==> src/hw/rtl/tpq_pkg.sv <==
`default_nettype none

package tpq_pkg;

  localparam int unsigned IdW  = 6;
  localparam int unsigned LvlW = 2;
  localparam int unsigned StW  = 2;
  localparam int unsigned NumLvl = 3;

  // request codes
  localparam logic REQ_PUSH = 1'b0;
  localparam logic REQ_POP  = 1'b1;

  // queue levels, index into the per-level state
  localparam logic [LvlW-1:0] LVL_LOW  = 2'd0;
  localparam logic [LvlW-1:0] LVL_MED  = 2'd1;
  localparam logic [LvlW-1:0] LVL_HIGH = 2'd2;
  localparam logic [LvlW-1:0] LVL_SAT  = 2'd3;

  // result status codes
  localparam logic [StW-1:0] ST_DONE  = 2'd0;
  localparam logic [StW-1:0] ST_EMPTY = 2'd1;
  localparam logic [StW-1:0] ST_FULL  = 2'd2;

  typedef struct packed {
    logic            req_type;
    logic [IdW-1:0]  task_id;
    logic [LvlW-1:0] priority_level;
  } in_item_t;

  typedef struct packed {
    logic [IdW-1:0] popped_id;
    logic [StW-1:0] status;
    logic           any_waiting;
  } out_item_t;

  // controller to datapath commands
  typedef struct packed {
    logic exec;
    logic load;
  } ctrl_cmd_t;

endpackage

`default_nettype wire

==> src/hw/rtl/tpq_ctrl.sv <==
`default_nettype none

module tpq_ctrl (
  input  wire                 clk_i,
  input  wire                 rst_ni,
  input  wire                 in_valid_i,
  output logic                in_ready_o,
  output logic                out_valid_o,
  input  wire                 out_ready_i,
  output tpq_pkg::ctrl_cmd_t  cmd_o
);

  typedef enum logic [0:0] {
    S_IDLE,
    S_DONE
  } state_e;

  state_e state_q;
  logic   out_valid_q;
  logic   out_free;

  assign in_ready_o  = (state_q == S_IDLE);
  assign out_valid_o = out_valid_q;
  assign out_free    = !out_valid_q || out_ready_i;

  assign cmd_o.exec = in_valid_i && (state_q == S_IDLE);
  assign cmd_o.load = (state_q == S_DONE) && out_free;

  always_ff @(posedge clk_i or negedge rst_ni) begin
    if (!rst_ni) begin
      state_q     <= S_IDLE;
      out_valid_q <= 1'b0;
    end else begin
      unique case (state_q)
        S_IDLE: begin
          if (out_ready_i) out_valid_q <= 1'b0;
          if (in_valid_i) state_q <= S_DONE;
        end
        S_DONE: begin
          if (out_free) begin
            out_valid_q <= 1'b1;
            state_q     <= S_IDLE;
          end
        end
        default: state_q <= S_IDLE;
      endcase
    end
  end

endmodule

`default_nettype wire

==> src/hw/rtl/tpq_datapath.sv <==
`default_nettype none

module tpq_datapath #(
  parameter int unsigned QUEUE_DEPTH = 64
) (
  input  wire                 clk_i,
  input  wire                 rst_ni,
  input  tpq_pkg::ctrl_cmd_t  cmd_i,
  input  tpq_pkg::in_item_t   in_item_i,
  output tpq_pkg::out_item_t  out_item_o
);

  localparam int unsigned PtrW = (QUEUE_DEPTH > 1) ? $clog2(QUEUE_DEPTH) : 1;
  localparam int unsigned CntW = $clog2(QUEUE_DEPTH + 1);

  logic [PtrW-1:0] heads_q  [tpq_pkg::NumLvl];
  logic [PtrW-1:0] heads_d  [tpq_pkg::NumLvl];
  logic [PtrW-1:0] tails_q  [tpq_pkg::NumLvl];
  logic [PtrW-1:0] tails_d  [tpq_pkg::NumLvl];
  logic [CntW-1:0] counts_q [tpq_pkg::NumLvl];
  logic [CntW-1:0] counts_d [tpq_pkg::NumLvl];

  logic [tpq_pkg::IdW-1:0]  rd_q [tpq_pkg::NumLvl];
  logic [tpq_pkg::LvlW-1:0] push_lvl;
  logic [tpq_pkg::LvlW-1:0] pop_lvl;
  logic [tpq_pkg::LvlW-1:0] sel_q;
  logic [tpq_pkg::StW-1:0]  status_d;
  logic [tpq_pkg::StW-1:0]  status_q;
  logic                     pop_ok_q;
  logic                     is_push;
  logic                     is_pop;
  logic                     push_full;
  logic                     any_held;
  logic                     push_ok;
  logic                     pop_ok;
  tpq_pkg::out_item_t       out_q;

  function automatic logic [PtrW-1:0] next_ptr(input logic [PtrW-1:0] p);
    next_ptr = (p == PtrW'(QUEUE_DEPTH - 1)) ? '0 : p + 1'b1;
  endfunction

  assign is_push  = (in_item_i.req_type == tpq_pkg::REQ_PUSH);
  assign is_pop   = (in_item_i.req_type == tpq_pkg::REQ_POP);
  // code three saturates to the high queue
  assign push_lvl = (in_item_i.priority_level == tpq_pkg::LVL_SAT) ? tpq_pkg::LVL_HIGH
                                                                   : in_item_i.priority_level;
  assign push_full = (counts_q[push_lvl] == CntW'(QUEUE_DEPTH));
  assign any_held  = (counts_q[0] != '0) || (counts_q[1] != '0) || (counts_q[2] != '0);
  assign push_ok   = cmd_i.exec && is_push && !push_full;
  assign pop_ok    = cmd_i.exec && is_pop && any_held;

  // strict priority pick of the queue to pop
  always_comb begin
    priority if (counts_q[tpq_pkg::LVL_HIGH] != '0) pop_lvl = tpq_pkg::LVL_HIGH;
    else if (counts_q[tpq_pkg::LVL_MED] != '0)     pop_lvl = tpq_pkg::LVL_MED;
    else                                           pop_lvl = tpq_pkg::LVL_LOW;
  end

  always_comb begin
    if (is_push && push_full)      status_d = tpq_pkg::ST_FULL;
    else if (is_pop && !any_held)  status_d = tpq_pkg::ST_EMPTY;
    else                           status_d = tpq_pkg::ST_DONE;
  end

  always_comb begin
    for (int l = 0; l < tpq_pkg::NumLvl; l++) begin
      heads_d[l]  = heads_q[l];
      tails_d[l]  = tails_q[l];
      counts_d[l] = counts_q[l];
    end
    if (push_ok) begin
      tails_d[push_lvl]  = next_ptr(tails_q[push_lvl]);
      counts_d[push_lvl] = counts_q[push_lvl] + 1'b1;
    end
    if (pop_ok) begin
      heads_d[pop_lvl]  = next_ptr(heads_q[pop_lvl]);
      counts_d[pop_lvl] = counts_q[pop_lvl] - 1'b1;
    end
  end

  always_ff @(posedge clk_i or negedge rst_ni) begin
    if (!rst_ni) begin
      for (int l = 0; l < tpq_pkg::NumLvl; l++) begin
        heads_q[l]  <= '0;
        tails_q[l]  <= '0;
        counts_q[l] <= '0;
      end
    end else begin
      for (int l = 0; l < tpq_pkg::NumLvl; l++) begin
        heads_q[l]  <= heads_d[l];
        tails_q[l]  <= tails_d[l];
        counts_q[l] <= counts_d[l];
      end
    end
  end

  // one entry store per level, one write and one registered read each
  for (genvar g = 0; g < tpq_pkg::NumLvl; g++) begin : g_store
    logic [tpq_pkg::IdW-1:0] mem [QUEUE_DEPTH];

    always_ff @(posedge clk_i) begin
      if (push_ok && (push_lvl == tpq_pkg::LvlW'(g))) begin
        mem[tails_q[g]] <= in_item_i.task_id;
      end
      if (cmd_i.exec) begin
        rd_q[g] <= mem[heads_q[g]];
      end
    end
  end

  always_ff @(posedge clk_i) begin
    if (cmd_i.exec) begin
      sel_q    <= pop_lvl;
      pop_ok_q <= is_pop && any_held;
      status_q <= status_d;
    end
    if (cmd_i.load) begin
      out_q.popped_id   <= pop_ok_q ? rd_q[sel_q] : '0;
      out_q.status      <= status_q;
      out_q.any_waiting <= any_held;
    end
  end

  assign out_item_o = out_q;

`ifndef ASSERT_OFF
  a_count_bound: assert property (@(posedge clk_i) disable iff (!rst_ni)
    (counts_q[0] <= CntW'(QUEUE_DEPTH)) && (counts_q[1] <= CntW'(QUEUE_DEPTH)) &&
    (counts_q[2] <= CntW'(QUEUE_DEPTH)))
    else $error("queue count above depth");

  a_full_holds: assert property (@(posedge clk_i) disable iff (!rst_ni)
    (cmd_i.exec && is_push && push_full) |=>
    ($stable(counts_q[0]) && $stable(counts_q[1]) && $stable(counts_q[2]) &&
     status_q == tpq_pkg::ST_FULL))
    else $error("refused push changed queue state");

  a_empty_pop: assert property (@(posedge clk_i) disable iff (!rst_ni)
    (cmd_i.exec && is_pop && !any_held) |=> (!pop_ok_q && status_q == tpq_pkg::ST_EMPTY))
    else $error("pop on empty queues not flagged");
`endif

endmodule

`default_nettype wire

==> src/hw/rtl/three_level_priority_queue.sv <==
// three-level strict priority queue of 6-bit task ids
// input channel: in_valid_i / in_ready_o carry one request item (in_item_i):
//   push appends task_id to the queue picked by priority_level (0 low, 1 medium,
//   2 high, 3 taken as high); pop removes the head of the highest non-empty queue
// output channel: out_valid_o / out_ready_i carry one result item per request
//   (out_item_o): popped id or zero, status (done, all empty, queue full) and
//   whether any queue still holds an entry
// result: a request is taken into S_DONE, where the store read is registered, and
//   is then loaded into the output register once that register is free
// requests: the block takes no new request until the last one is loaded into the
//   output register; the entry stores have a registered read port, so a request
//   first updates pointers and reads the store and then loads the output register
// reset: all queues empty, output register not valid; no clearing pass, store
//   read data is only used for pops, which read entries that were written
// stall: a held result stays in the output register while one more request is
//   taken and worked; the block then waits with in_ready_o low until it drains
`default_nettype none

module three_level_priority_queue #(
  parameter int unsigned QUEUE_DEPTH = 64
) (
  input  wire                 clk_i,
  input  wire                 rst_ni,
  input  wire                 in_valid_i,
  output logic                in_ready_o,
  input  tpq_pkg::in_item_t   in_item_i,
  output logic                out_valid_o,
  input  wire                 out_ready_i,
  output tpq_pkg::out_item_t  out_item_o
);

  // commands from the sequencer to the queue datapath
  tpq_pkg::ctrl_cmd_t cmd;

  tpq_ctrl u_ctrl (
    .clk_i       (clk_i),
    .rst_ni      (rst_ni),
    .in_valid_i  (in_valid_i),
    .in_ready_o  (in_ready_o),
    .out_valid_o (out_valid_o),
    .out_ready_i (out_ready_i),
    .cmd_o       (cmd)
  );

  // pointers, counts, entry stores and the output register
  tpq_datapath #(
    .QUEUE_DEPTH (QUEUE_DEPTH)
  ) u_datapath (
    .clk_i      (clk_i),
    .rst_ni     (rst_ni),
    .cmd_i      (cmd),
    .in_item_i  (in_item_i),
    .out_item_o (out_item_o)
  );

endmodule

`default_nettype wire
==> config.mk <==
export PLATFORM = sky130hd
export DESIGN_NAME = three_level_priority_queue
export DESIGN_NICKNAME = d
export VERILOG_FILES = /design/src/hw/rtl/tpq_pkg.sv /design/src/hw/rtl/tpq_ctrl.sv /design/src/hw/rtl/tpq_datapath.sv /design/src/hw/rtl/three_level_priority_queue.sv
export SDC_FILE = /design/constraint.sdc
export NUM_CORES = 1
export LEC_CHECK = 0
export BUFFER_PORTS_ARGS = -buffer_cell sky130_fd_sc_hd__buf_2
export CAP_MARGIN = 20
export CORE_ASPECT_RATIO = 0.6
export CORE_UTILIZATION = 57
export CTS_CLUSTER_SIZE = 16
export DETAILED_ROUTE_END_ITERATION = 16
export HOLD_SLACK_MARGIN = 0.02
export PLACE_DENSITY = 0.78
export SYNTH_ARGS = -nofsm -noshare
export SYNTH_HDL_FRONTEND = slang
export SYNTH_HIERARCHICAL = 1
export SYNTH_SLANG_ARGS = --single-unit
==> constraint.sdc <==
create_clock -name clk_i -period 3 [get_ports clk_i]
set_input_delay 0 -clock clk_i [delete_from_list [all_inputs] [get_ports clk_i]]
set_output_delay 0 -clock clk_i [all_outputs]
set_load 0.005 [all_outputs]
==> flow_summary_export.csv <==
group,metric,value,unit
global_routing,grt_antenna_before_repair,3,
clock_network,clk_pin_slew,0.07,ns
outcome,violations,"DRC",
pwr,p_leak,0.0177,uW
sta,finalMaxSlewViolations,0,
clock_network,clock_path_buffers,3,
clock_network,htree_levels,3,
critical_path,worstSetupStartpointType,"flip-flop",
run,max-cap-violations,0,
synthesis,synthArstFlopShare,4.75,%
global_routing,grt_pass1_wl,178000,um
synthesis,synth_cell_types,74,
placement,dpl.hpwl,76500,um
cells_and_area,fillers,5346,
cells_and_area,final_area,0.0565,mm2
clock_network,root_buffer,"clkbuf_16",
sta,final.min_clock_period,2.96,ns
critical_path,slowest_stage,"or4_1",
drt,vias_per_cell,6.79,
outcome,outcome,"finished with violations",
critical_path,critPathCaptureType,"flip-flop",
synthesis,seq_area_frac_synth,74.5,%
synthesis,yosys_warnings,6,
drt,routedWlPerCell,31.1,um
critical_path,worstPathRequired,3.58,ns
cells_and_area,syn2layout_area_growth,13.6,%
synthesis,synth_area_leaders,"edfxtp_1 72%, mux4_2 16%, dfrtp_1 3.0%, nor2_1 1.5%, nand2_1 0.60%",
synthesis,yosysTopAreaCellShare,71.5,%
critical_path,slowest_delay,0.69,ns
die,fp.dieArea,0.0884,mm2
cells_and_area,fin_nets,2680,
global_routing,grt.total_usage,27.9,%
critical_path,path_max_fanout,5,
clock_network,tritoncts,"built",
drt,remaining_drc_errors,3,
pwr,irDropWorstVdd,0.584,mV
sta,relSlewSlack,41.0,%
global_routing,grt_pass1_vias,25900,
clock_network,clock-sinks,1243,
synthesis,synth.largest_area_cell,"edfxtp_1",
critical_path,crit_type,"reg -> reg",
critical_path,arrival,3.53,ns
global_routing,gr-total-overflow,0,
critical_path,path_buf_inv,3,
synthesis,synth.net_count,2435,
pwr,p_total,41500,uW
drt,ant_nets,0,
placement,io_buffers,23,
sta,finClkSkew,0.0345,ns
synthesis,syn_area,0.0497,mm2
critical_path,path_common_cell,"buf_4",
hold_path,min_path_type,"in -> reg",
cells_and_area,drive_above_1_share,31.5,%
drt,wl,121000,um
placement,gp_congestion,0.968,
die,start_util,57.9,%
cells_and_area,antennaDiodeCount,0,
die,ioPinCount,24,
die,num_rows,83,
sta,post-route-period-util,98.5,%
drt,routed-via-count,26500,
synthesis,synth_cells,2417,
sta,finalHoldViolations,0,
die,core-area,0.0859,mm2
clock_network,cts-buffers-inserted,106,
drt,drt_pass1_iterations,11,
drt,initialDrtViolationCount,3993,
synthesis,syn_area_per_cell,20.6,um2
synthesis,synth-main-ff-cell,"edfxtp_1",
critical_path,crit_path_cell_trace,"buf_4 -> or4_1 -> buf_4 -> nor2_1 -> buf_4 -> a21oi_1 -> o21ai_0 -> xnor2_1 -> mux2i_1",
sta,hold_slack,0.113,ns
critical_path,critPathTopFamily,"simple AND/OR/NAND/NOR gates",
die,die_x,383,um
synthesis,synth-edff-count,1184,
sta,max_freq,0.338,GHz
placement,dp.cells,3681,
clock_network,insertion_delay,0.72,ns
sta,setup-violations-final,0,
synthesis,ys_ff_latch,1243,
sta,rsz0062_at_grt,"false",
die,die_y,231,um
cells_and_area,instances_no_fill,3896,
pwr,p_per_area,734,mW/mm2
sta,fin_tns_setup,0,ns
placement,placed_area,0.0527,mm2
global_routing,grt_max_degree,89,
sta,tightest_slew,0.878,ns
-- through the flow --
step	setup slack (ns)	util (%)
final	0.0437	65.7
after global routing	0.00178	65.7
after CTS	0.0405	65.6
after detailed placement	-0.0480	61.4
after global placement	-0.0243	61.4
after floorplan	0.139	-
-- layout by cell type, fill, tap and decap left out, types with 37 or more instances in the layout --
cell type	instances
a22oi_1	38
buf_4	209
clkbuf_16	108
dfrtp_1	51
edfxtp_1	1184
mux4_2	360
nand2_1	80
nand3_1	37
nor2_1	184
o21ai_0	45
-- flip-flops by register name, summed over array words and instances, names as in the netlist --
signal / cells
u_ctrl/state_q: 1
u_datapath/counts_q: 21
u_datapath/out_item_o: 9
u_datapath/rd_q: 18
u_ctrl/out_valid_o: 1
u_datapath/sel_q: 2
u_datapath/status_q: 2
u_datapath/tails_q: 18
u_datapath/pop_ok_q: 1
u_datapath/g_store.mem: 1152
u_datapath/heads_q: 18
-- cell families after synthesis --
family                   synth area share, %
AND/OR/NAND/NOR                         4.18
flip-flops                              74.5
XOR/XNOR                               0.335
buffers and inverters                   1.61
multiplexers                            17.1
AO/OA/AOI/OAI                           2.17
adder cells (fa/ha/maj)                0.126
-- tightest hold or removal path, stage by stage --
cell           delay (ns)
dlygate4sd3_1        0.52
buf_2                0.09
nand2b_4             0.11
nand2_1              0.05
-- timing repair --
action                                  in CTS  in global routing
endpoints found under the setup margin      11                538
pin swaps                                    0                  1
hold buffers                                14                  0
buffers inserted                             0                  1
endpoints found under the hold margin      504                  0
resized for setup                            2                 24
-- power by group --
group	internal (uW)	total [uW]	switching (uW)
combinational	3450	7440	3990
clock	7570	13900	6290
sequential	19400	20200	767
-- synthesized netlist by cell type, drive strengths merged, types with 12 or more instances --
| cell type | count |
|---|---|
| nor2 | 203 |
| mux2i | 24 |
| a22oi | 38 |
| clkbuf | 69 |
| buf | 76 |
| nor4 | 29 |
| a21oi | 13 |
| dfrtp | 59 |
| nand3 | 38 |
| mux4 | 360 |
| xnor2 | 14 |
| o21ai | 52 |
| edfxtp | 1184 |
| nand2 | 81 |
| inv | 18 |
| nor3 | 12 |
| and2 | 14 |
-- area by class of cell --
type                            instances  area (um2)  area share [%]
Tap cell                             1147        1440            2.54
Clock inverter                         72         698            1.24
Sequential cell                      1243       37100            65.6
Timing Repair Buffer                  282        2490            4.42
Multi-Input combinational cell       1011       11900            21.2
Clock buffer                          123        2760            4.89
Inverter                               18        67.6           0.120
-- final timing paths --
path,startpoint,end,slack (ns),depth (start not counted)
max,u_datapath/counts_q[7],u_datapath/counts_q[13],0.04,9
max reg2reg,u_datapath/counts_q[7],u_datapath/counts_q[13],0.04,9
max in group asynchronous,rst_ni,u_datapath/heads_q[12],2.24,4
min in group asynchronous,rst_ni,u_datapath/counts_q[1],0.24,3
min,out_ready_i,u_ctrl/out_valid_o,0.11,4
min reg2reg,u_datapath/status_q[0],u_datapath/out_item_o[1],0.42,0
-- per-layer routing --
layer	GRT usage [%]	part of all wire, %	vias up
met2	38.3	43	1892
li1	-	-	10500
met1	44.9	41	13900
met3	8.52	14	171
met5	0	0	-
met4	5.05	1.6	0
(Power assumes the default switching activity.)
